--- config.mk ---
export PLATFORM = sky130hd
export DESIGN_NAME = rpm_layer_crossfade_locator_flat
export DESIGN_NICKNAME = d
export VERILOG_FILES = /design/src/rtl/rlcl_pkg.sv /design/src/rtl/rlcl_channels.sv /design/src/rtl/rlcl_locate.sv /design/src/rtl/rlcl_div_cell.sv /design/src/rtl/rpm_layer_crossfade_locator.sv /design/src/flat_wrapper.sv
export SDC_FILE = /design/constraint.sdc
export NUM_CORES = 2
export LEC_CHECK = 0
export BUFFER_PORTS_ARGS = -buffer_cell sky130_fd_sc_hd__buf_2
export CAP_MARGIN = 10
export CELL_PAD_IN_SITES_DETAIL_PLACEMENT = 1
export CELL_PAD_IN_SITES_GLOBAL_PLACEMENT = 1
export CORE_MARGIN = 5
export CORE_UTILIZATION = 40
export CTS_BUF_LIST = sky130_fd_sc_hd__clkbuf_16
export DETAILED_ROUTE_END_ITERATION = 8
export GPL_TIMING_DRIVEN = 0
export PLACE_DENSITY = 0.74
export SETUP_SLACK_MARGIN = 0.02
export SKIP_CTS_REPAIR_TIMING = 1
export SLEW_MARGIN = 20
export SYNTH_ARGS = -nofsm -noshare
export SYNTH_HDL_FRONTEND = slang
export SYNTH_HIERARCHICAL = 1
export SYNTH_SLANG_ARGS = --single-unit
--- constraint.sdc ---
create_clock -name clock -period 156.7 [get_ports clock]
set_input_delay 47.01 -clock clock [delete_from_list [all_inputs] [get_ports clock]]
set_output_delay 47.01 -clock clock [all_outputs]
set_load 0.005 [all_outputs]
--- src/rtl/rlcl_pkg.sv ---
// shared constants and types of the rpm layer crossfade locator
package rlcl_pkg;

   // sizing of the breakpoint table and the fraction
   localparam int MAX_LAYERS     = 8;
   localparam int SPEED_BITS     = 16;
   localparam int FRACTION_BITS  = 16;
   localparam int LAYER_BITS     = $clog2(MAX_LAYERS);

   // fixed field and register widths
   localparam int SPEED_IN_BITS  = 16;
   localparam int LAYER_OUT_BITS = 3;
   localparam int FRAC_OUT_BITS  = 16;
   localparam int COUNT_BITS     = 4;
   localparam int BP_WIDTH       = 16;
   localparam int TABLE_BITS     = 64;
   localparam int BP_PER_WORD    = TABLE_BITS / BP_WIDTH;
   localparam int CSR_INDEX_BITS = 2;
   localparam int CSR_DATA_BITS  = 64;

   // register indexes
   typedef enum logic [CSR_INDEX_BITS-1:0] {
      CSR_LAYER_COUNT = 2'd0,
      CSR_TABLE_LOW   = 2'd1,
      CSR_TABLE_HIGH  = 2'd2
   } csr_index_type;

   // configuration held by the top level
   typedef struct packed {
      logic [COUNT_BITS-1:0] layer_count;
      logic [TABLE_BITS-1:0] table_low;
      logic [TABLE_BITS-1:0] table_high;
   } cfg_type;

   // request state travelling down the divider chain
   typedef struct packed {
      logic [LAYER_BITS-1:0]    lower;
      logic [LAYER_BITS-1:0]    upper;
      logic [SPEED_BITS-1:0]    rem;
      logic [SPEED_BITS-1:0]    div;
      logic [FRACTION_BITS-1:0] quot;
   } pipe_type;

endpackage

--- src/rtl/rlcl_channels.sv ---
// request and response channel interfaces
interface rlcl_req_if;
   logic                                valid;
   logic                                ready;
   logic [rlcl_pkg::SPEED_IN_BITS-1:0]  engine_speed;

   modport source (output valid, output engine_speed, input ready);
   modport sink   (input valid, input engine_speed, output ready);
endinterface

interface rlcl_rsp_if;
   logic                                valid;
   logic                                ready;
   logic [rlcl_pkg::LAYER_OUT_BITS-1:0] lower_layer;
   logic [rlcl_pkg::LAYER_OUT_BITS-1:0] upper_layer;
   logic [rlcl_pkg::FRAC_OUT_BITS-1:0]  blend_fraction;

   modport source (output valid, output lower_layer, output upper_layer,
                   output blend_fraction, input ready);
   modport sink   (input valid, input lower_layer, input upper_layer,
                   input blend_fraction, output ready);
endinterface

--- src/rtl/rlcl_locate.sv ---
// head cell: finds the bracketing breakpoint pair and seeds the divider
module rlcl_locate (
   input  logic                               clock,
   input  logic                               reset,
   input  rlcl_pkg::cfg_type                  cfg,
   input  logic                               in_valid,
   input  logic [rlcl_pkg::SPEED_IN_BITS-1:0] engine_speed,
   output logic                               in_ready,
   input  logic                               out_ready,
   output logic                               out_valid,
   output rlcl_pkg::pipe_type                 out_data
);

   logic [rlcl_pkg::SPEED_BITS-1:0] bp [rlcl_pkg::MAX_LAYERS];
   logic [rlcl_pkg::SPEED_BITS-1:0] diff_x [rlcl_pkg::MAX_LAYERS-1];
   logic [rlcl_pkg::SPEED_BITS-1:0] diff_d [rlcl_pkg::MAX_LAYERS-1];
   logic [rlcl_pkg::MAX_LAYERS-2:0] hit;
   logic [rlcl_pkg::SPEED_BITS-1:0] speed;
   logic [rlcl_pkg::SPEED_BITS-1:0] bp_last;
   logic [rlcl_pkg::COUNT_BITS-1:0] n_eff;
   logic [rlcl_pkg::LAYER_BITS-1:0] last;
   logic [rlcl_pkg::LAYER_BITS-1:0] sel;
   logic                            valid_ff;
   logic                            valid_in;
   rlcl_pkg::pipe_type              data_ff;
   rlcl_pkg::pipe_type              data_in;

   // unpack breakpoints from the two table words
   for (genvar i = 0; i < rlcl_pkg::MAX_LAYERS; i++) begin : g_bp
      if (i < rlcl_pkg::BP_PER_WORD) begin : g_low
         assign bp[i] = cfg.table_low[(i % rlcl_pkg::BP_PER_WORD) * rlcl_pkg::BP_WIDTH
                                      +: rlcl_pkg::SPEED_BITS];
      end else begin : g_high
         assign bp[i] = cfg.table_high[(i % rlcl_pkg::BP_PER_WORD) * rlcl_pkg::BP_WIDTH
                                       +: rlcl_pkg::SPEED_BITS];
      end
   end

   // per-pair bracket test and differences, all in parallel
   for (genvar i = 0; i < rlcl_pkg::MAX_LAYERS - 1; i++) begin : g_pair
      assign hit[i]    = (rlcl_pkg::COUNT_BITS'(i + 1) < n_eff) &&
                         (speed >= bp[i]) && (speed < bp[i+1]);
      assign diff_x[i] = speed - bp[i];
      assign diff_d[i] = bp[i+1] - bp[i];
   end

   // effective count, last layer and lowest bracketing pair
   always_comb begin
      speed   = engine_speed[rlcl_pkg::SPEED_BITS-1:0];
      n_eff   = (cfg.layer_count > rlcl_pkg::COUNT_BITS'(rlcl_pkg::MAX_LAYERS)) ?
                rlcl_pkg::COUNT_BITS'(rlcl_pkg::MAX_LAYERS) : cfg.layer_count;
      last    = rlcl_pkg::LAYER_BITS'(n_eff - rlcl_pkg::COUNT_BITS'(1));
      bp_last = bp[last];
      sel     = '0;
      for (int i = rlcl_pkg::MAX_LAYERS - 2; i >= 0; i--) begin
         if (hit[i]) begin
            sel = rlcl_pkg::LAYER_BITS'(i);
         end
      end
   end

   // seed for the divider; out-of-range cases divide zero by one
   always_comb begin
      data_in       = data_ff;
      valid_in      = valid_ff;
      if (in_ready) begin
         valid_in      = in_valid;
         data_in.lower = '0;
         data_in.upper = '0;
         data_in.rem   = '0;
         data_in.div   = rlcl_pkg::SPEED_BITS'(1);
         data_in.quot  = '0;
         if ((n_eff <= rlcl_pkg::COUNT_BITS'(1)) || (speed <= bp[0])) begin
            data_in.lower = '0;
         end else if (speed >= bp_last) begin
            data_in.lower = last;
            data_in.upper = last;
         end else if (|hit) begin
            data_in.lower = sel;
            data_in.upper = sel + rlcl_pkg::LAYER_BITS'(1);
            data_in.rem   = diff_x[sel];
            data_in.div   = diff_d[sel];
         end else begin
            data_in.lower = last;
            data_in.upper = last;
         end
      end
   end

   assign in_ready  = !valid_ff || out_ready;
   assign out_valid = valid_ff;
   assign out_data  = data_ff;

   // stage registers
   always_ff @(posedge clock) begin
      if (reset) begin
         valid_ff <= 1'b0;
      end else begin
         valid_ff <= valid_in;
      end
      data_ff <= data_in;
   end

   // seed is either a proper pair or a zero fraction
   a_seed_shape: assert property (@(posedge clock) disable iff (reset)
      valid_ff |-> ((data_ff.upper == data_ff.lower) && (data_ff.rem == '0)) ||
                   ((data_ff.upper == data_ff.lower + rlcl_pkg::LAYER_BITS'(1)) &&
                    (data_ff.rem < data_ff.div)))
      else $error("locate seed out of shape");

   a_div_nonzero: assert property (@(posedge clock) disable iff (reset)
      valid_ff |-> (data_ff.div != '0))
      else $error("locate seed has zero divisor");

   a_stall_hold: assert property (@(posedge clock) disable iff (reset)
      (valid_ff && !out_ready) |=> (valid_ff && $stable(data_ff)))
      else $error("locate stage lost a stalled request");

endmodule

--- src/rtl/rlcl_div_cell.sv ---
// one restoring-division cell: yields one fraction bit per stage
module rlcl_div_cell (
   input  logic               clock,
   input  logic               reset,
   input  logic               in_valid,
   input  rlcl_pkg::pipe_type in_data,
   output logic               in_ready,
   input  logic               out_ready,
   output logic               out_valid,
   output rlcl_pkg::pipe_type out_data
);

   logic [rlcl_pkg::SPEED_BITS:0] rem2;
   logic [rlcl_pkg::SPEED_BITS:0] trial;
   logic                          valid_ff;
   logic                          valid_in;
   rlcl_pkg::pipe_type            data_ff;
   rlcl_pkg::pipe_type            data_in;

   // shift remainder, try subtracting the divisor
   always_comb begin
      rem2  = {in_data.rem, 1'b0};
      trial = rem2 - {1'b0, in_data.div};
   end

   always_comb begin
      data_in  = data_ff;
      valid_in = valid_ff;
      if (in_ready) begin
         valid_in = in_valid;
         data_in  = in_data;
         if (rem2 >= {1'b0, in_data.div}) begin
            data_in.rem  = trial[rlcl_pkg::SPEED_BITS-1:0];
            data_in.quot = {in_data.quot[rlcl_pkg::FRACTION_BITS-2:0], 1'b1};
         end else begin
            data_in.rem  = rem2[rlcl_pkg::SPEED_BITS-1:0];
            data_in.quot = {in_data.quot[rlcl_pkg::FRACTION_BITS-2:0], 1'b0};
         end
      end
   end

   assign in_ready  = !valid_ff || out_ready;
   assign out_valid = valid_ff;
   assign out_data  = data_ff;

   // stage registers
   always_ff @(posedge clock) begin
      if (reset) begin
         valid_ff <= 1'b0;
      end else begin
         valid_ff <= valid_in;
      end
      data_ff <= data_in;
   end

   a_rem_below_div: assert property (@(posedge clock) disable iff (reset)
      valid_ff |-> (data_ff.rem < data_ff.div))
      else $error("division remainder not below divisor");

   a_flat_zero: assert property (@(posedge clock) disable iff (reset)
      (valid_ff && (data_ff.upper == data_ff.lower)) |-> (data_ff.quot == '0))
      else $error("non-zero fraction on a single layer");

   a_stall_hold: assert property (@(posedge clock) disable iff (reset)
      (valid_ff && !out_ready) |=> (valid_ff && $stable(data_ff)))
      else $error("division cell lost a stalled request");

endmodule

--- src/rtl/rpm_layer_crossfade_locator.sv ---
// top level of the rpm layer crossfade locator
//
// Usage: write layer_count and the two breakpoint table words on the csr_
// port while the block is idle; breakpoints are 16-bit speeds, layer 0 in
// the low bits of the low word. Each request on req_chan carries one engine
// speed; each response on rsp_chan carries the lower and upper layer of the
// first breakpoint pair that brackets it and the upper layer's weight as an
// unsigned Q0.16 fraction, floor((speed - lo) * 65536 / (hi - lo)).
// Structure: one locate cell that does the parallel breakpoint compares, then
// a chain of 16 identical division cells, each producing one fraction bit;
// responses come from the last cell's register. Throughput is one request
// per cycle while rsp_chan takes responses; every cell holds one request.
// Back-pressure: each cell takes a new request whenever it is empty or its
// neighbour takes its contents, so bubbles close up and requests keep being
// accepted until the whole chain is full behind a stalled response.
// Reset: synchronous, active high; clears all configuration to zero and
// empties the chain.
module rpm_layer_crossfade_locator (
   input  logic                                clock,
   input  logic                                reset,
   rlcl_req_if.sink                            req_chan,
   rlcl_rsp_if.source                          rsp_chan,
   input  logic                                csr_wr_en,
   input  logic [rlcl_pkg::CSR_INDEX_BITS-1:0] csr_index,
   input  logic [rlcl_pkg::CSR_DATA_BITS-1:0]  csr_wr_data
);

   localparam int STAGES = rlcl_pkg::FRACTION_BITS;

   rlcl_pkg::cfg_type  cfg_ff;
   rlcl_pkg::cfg_type  cfg_in;
   logic               stage_valid [STAGES+1];
   logic               stage_ready [STAGES+1];
   rlcl_pkg::pipe_type stage_data  [STAGES+1];

   // configuration writes
   always_comb begin
      cfg_in = cfg_ff;
      if (csr_wr_en) begin
         case (rlcl_pkg::csr_index_type'(csr_index))
            rlcl_pkg::CSR_LAYER_COUNT: begin
               cfg_in.layer_count = csr_wr_data[rlcl_pkg::COUNT_BITS-1:0];
            end
            rlcl_pkg::CSR_TABLE_LOW: begin
               cfg_in.table_low = csr_wr_data[rlcl_pkg::TABLE_BITS-1:0];
            end
            rlcl_pkg::CSR_TABLE_HIGH: begin
               cfg_in.table_high = csr_wr_data[rlcl_pkg::TABLE_BITS-1:0];
            end
            default: begin
               cfg_in = cfg_ff;
            end
         endcase
      end
   end

   always_ff @(posedge clock) begin
      if (reset) begin
         cfg_ff <= '0;
      end else begin
         cfg_ff <= cfg_in;
      end
   end

   // head cell
   rlcl_locate u_locate (
      .clock        (clock),
      .reset        (reset),
      .cfg          (cfg_ff),
      .in_valid     (req_chan.valid),
      .engine_speed (req_chan.engine_speed),
      .in_ready     (req_chan.ready),
      .out_ready    (stage_ready[0]),
      .out_valid    (stage_valid[0]),
      .out_data     (stage_data[0])
   );

   // chain of division cells
   for (genvar k = 0; k < STAGES; k++) begin : g_cell
      rlcl_div_cell u_cell (
         .clock     (clock),
         .reset     (reset),
         .in_valid  (stage_valid[k]),
         .in_data   (stage_data[k]),
         .in_ready  (stage_ready[k]),
         .out_ready (stage_ready[k+1]),
         .out_valid (stage_valid[k+1]),
         .out_data  (stage_data[k+1])
      );
   end

   // response from the last cell's register
   assign stage_ready[STAGES]     = rsp_chan.ready;
   assign rsp_chan.valid          = stage_valid[STAGES];
   assign rsp_chan.lower_layer    = rlcl_pkg::LAYER_OUT_BITS'(stage_data[STAGES].lower);
   assign rsp_chan.upper_layer    = rlcl_pkg::LAYER_OUT_BITS'(stage_data[STAGES].upper);
   assign rsp_chan.blend_fraction = rlcl_pkg::FRAC_OUT_BITS'(stage_data[STAGES].quot);

endmodule

--- src/flat_wrapper.sv ---
// flat-port wrapper written by rule: the top's interface ports become plain ports
module rpm_layer_crossfade_locator_flat 
  (clock, reset, csr_wr_en, csr_index, csr_wr_data, req_chan_valid, req_chan_engine_speed, req_chan_ready, rsp_chan_valid, rsp_chan_lower_layer, rsp_chan_upper_layer, rsp_chan_blend_fraction, rsp_chan_ready);
  rlcl_req_if req_chan_i ();
  rlcl_rsp_if rsp_chan_i ();
  input  logic clock;
  input  logic reset;
  input  logic csr_wr_en;
  input  logic [rlcl_pkg::CSR_INDEX_BITS-1:0] csr_index;
  input  logic [rlcl_pkg::CSR_DATA_BITS-1:0] csr_wr_data;
  input wire logic [$bits(req_chan_i.valid)-1:0] req_chan_valid;
  input wire logic [$bits(req_chan_i.engine_speed)-1:0] req_chan_engine_speed;
  output wire logic [$bits(req_chan_i.ready)-1:0] req_chan_ready;
  output wire logic [$bits(rsp_chan_i.valid)-1:0] rsp_chan_valid;
  output wire logic [$bits(rsp_chan_i.lower_layer)-1:0] rsp_chan_lower_layer;
  output wire logic [$bits(rsp_chan_i.upper_layer)-1:0] rsp_chan_upper_layer;
  output wire logic [$bits(rsp_chan_i.blend_fraction)-1:0] rsp_chan_blend_fraction;
  input wire logic [$bits(rsp_chan_i.ready)-1:0] rsp_chan_ready;
  assign req_chan_i.valid = req_chan_valid;
  assign req_chan_i.engine_speed = req_chan_engine_speed;
  assign req_chan_ready = req_chan_i.ready;
  assign rsp_chan_valid = rsp_chan_i.valid;
  assign rsp_chan_lower_layer = rsp_chan_i.lower_layer;
  assign rsp_chan_upper_layer = rsp_chan_i.upper_layer;
  assign rsp_chan_blend_fraction = rsp_chan_i.blend_fraction;
  assign rsp_chan_i.ready = rsp_chan_ready;
  rpm_layer_crossfade_locator u_core (.clock(clock), .reset(reset), .req_chan(req_chan_i), .rsp_chan(rsp_chan_i), .csr_wr_en(csr_wr_en), .csr_index(csr_index), .csr_wr_data(csr_wr_data));
endmodule
==> summary.txt <==
Final layout
  – Design Area, Final: 0.0668 sq mm
  – Fraction of layout cells with a size suffix above 1: 0.113
  – Final net count: 6,499
  – Area Overhead vs Synth: 11.2%
  – Ant. Diodes: 0

STA
  – Clk_skew: ~53 ps
  – Max Freq: between 0.009 and 0.01 GHz
  – Max_slew headroom: 0.163
  – Hold Vio Cnt, Final: 0
  – Unrepaired setup endpoints after global routing: no
  – Slew @ Worst Pin: 1260 ps
  – Hold slack: 382 ps
  – Fin crit share: 0.668
  – TNS Setup: 0 ps
  – Fin. max-slew vios: 0
  – Setup Viol. Count Final: 0
  – Fin crit period: ~100,000 ps

Setup path
  – Reg2Reg Launch Point: u_core/g_cell[15].u_cell/out_valid
  – Critical Path RT: 109,690 ps
  – Arr. time, crit path: 57,660 ps
  – Crit path largest cell delay: 780 ps
  – CP dominant cell by count: nand2b_2
  – Max stage delay cell, worst path: nand2b_1
  – CP Capture Point: req_chan_ready
  – Flop-to-flop setup slack: 145,710 ps
  – Setup CP Type: input pin to output pin
  – Critical path endpoint category: output pin
  – R2r endpoint: u_core/u_locate/out_data[30]
  – CP Launch Point: rsp_chan_ready
  – Setup crit start kind: input pin
  – Worst path cell trace: buf_2 > nand2b_1 > nand2b_4 > nand2b_4 > nand2b_4 > nand2b_4 > nand2b_4 > nand2b_2 > nand2b_4 > nand2b_2 > buf_12 > nand2b_2 > nand2b_2 > nand2b_2 > nand2b_2 > nand2b_2 > nand2b_2 > nand2b_2 > nand2b_2 > buf_16 > buf_2
  – Crit Path Max Fanout: 55
  – Worst Reg2Reg Path Length in Cells: 19

Die
  – Initial Utilization: 0.402
  – Die ar.: between 0.15 and 0.2 sq mm
  – Die width: 397 um
  – Core Box Area: 0.149 sq mm
  – Row cnt: 142
  – IO Pins: between 100 and 150
  – Chip Height: 397 um

Place
  – Routability Congestion: 0.969
  – Port bufs: 110
  – HPWL after detailed placement: 153,000 um
  – Placed Area: 0.0634 sq mm

Detailed routing
  – DRC Markers: 0
  – Post-Route WL: 192,000 um
  – Routed WL per cell: 24.1 um
  – ANT nets after route: 0
  – Initial DRC Count: ~2,900
  – DR vias: roughly 45,000
  – Vias per cell: 5.68
  – Drt pass-1 iters: 6

Global route
  – Global-route usage over all layers: 0.238
  – Largest net degree at the start of global routing: 56
  – First-pass GRT wire length: 288,000 um
  – Vias in the first global route: approximately 46,000
  – Initial antenna violation count: 4
  – Total grt overflow: 0

Run
  – Max-cap violations: 0

CTS
  – CTS buffer count: 99
  – TritonCTS clock tree: done
  – Clk buf depth: 3
  – Root buf cell: clkbuf_16
  – Clock latency on the worst-skew pair: 740 ps
  – Clk slew on worst S/H paths: 60 ps
  – TritonCTS Sinks: 899
  – Htree depth: 3

Min path
  – Hold/Removal Path Class: flop to flop
  – Hold Crit Depth: 0

Pwr
  – Lkg Pwr: 0.0267 uW
  – Worst vdd ir: 0.0117 mV
  – Tot Pwr: 1120 uW
  – PD cells: about 17 mW/mm^2

Logic synthesis
  – Syn nets: 6,277
  – Post-synthesis cell count: roughly 5,700
  – YS warnings: 6
  – Syn Std Cell Area: around 0.060 sq mm
  – Post-synthesis area per instance: 10.6 sq um

Status
  – Status: complete, no violations
==> stage by stage <==
stage | worst slack (ps) | std cells | utilization
6_report | 52030 | 7973 | 0.447
2_1_floorplan | 41160 | 5653 | -
3_3_place_gp | 34170 | 7779 | 0.422
3_5_place_dp | 51670 | 7790 | 0.424
4_1_cts | 51680 | 7973 | 0.447
5_1_grt | 51090 | 7973 | 0.447
==> cell usage in the layout (no fill, tap or decap), types with 34 or more instances in the layout <==
cell type,n
edfxtp_1,750
inv_1,562
ha_1,508
a21oi_1,421
nor2_1,379
nand2b_1,253
nand2_1,213
xnor2_1,191
mux2i_1,189
o21ai_0,179
a21o_1,177
nor3_1,158
dfxtp_1,149
buf_2,131
xor2_1,130
clkbuf_16,100
clkbuf_1,97
nand3_1,95
nor2b_1,85
o21a_1,77
mux2_4,75
a211oi_1,57
and3_1,50
o211ai_1,49
buf_6,42
or3_1,41
nand4_1,38
o21ai_1,35
a31oi_1,35
mux4_2,34
==> worst max-delay path: cells and delay by family <==
family	cells	cell delay [ps]
AND/OR/NAND/NOR	17	9820
buffers and inverters	4	720
==> layout make-up <==
class | instances | area, sq um
Multi-Input combinational cell | 4032 | 31400
Timing Repair Buffer | 121 | 777
Fill cell | 16400 | 82700
Clock buffer | 100 | 2500
Tap cell | 2016 | 2520
Clock inverter | 83 | 855
Inverter | 533 | 2000
Buffer | 189 | 1240
Sequential cell | 899 | 25500
==> power breakdown <==
part | internal (uW) | total, uW | switching (uW)
clock network | 138 | 239 | 101
logic | 232 | 520 | 288
registers | 333 | 362 | 29.0
==> how the worst min path moves through the flow <==
stage	slack [ps]	start	to
floorplan	400	u_core/u_locate/out_data[48]	u_core/g_cell[0].u_cell/out_data[48]
global placement	400	u_core/g_cell[11].u_cell/out_data[6]	u_core/g_cell[12].u_cell/out_data[7]
detailed placement	410	u_core/g_cell[13].u_cell/out_data[7]	u_core/g_cell[14].u_cell/out_data[8]
CTS	390	u_core/u_locate/out_data[51]	u_core/g_cell[0].u_cell/out_data[51]
global route	410	u_core/u_locate/out_data[51]	u_core/g_cell[0].u_cell/out_data[51]
finish	380	u_core/u_locate/out_data[51]	u_core/g_cell[0].u_cell/out_data[51]
==> state kept, by name, summed over array words and instances, names as in the netlist <==
register / flops
u_core/g_cell.u_cell/out_data: 712
u_core/cfg_ff: 132
u_core/u_locate/out_data: 38
u_core/g_cell.u_cell/out_valid: 16
u_core/u_locate/out_valid: 1
==> routing by layer <==
| layer | share of wire | routed length [um] | vias to the layer above | track usage |
|---|---|---|---|---|
| met3 | 0.046 | 8940 | 422 | 0.0333 |
| met1 | 0.42 | 80400 | 22400 | 0.293 |
| met4 | 0.054 | 10400 | 4 | 0.110 |
| met2 | 0.48 | 92700 | 1229 | 0.412 |
| met5 | 0.00014 | 27 | - | 0 |
| li1 | - | - | 21200 | - |
(Power assumes the default switching activity.)
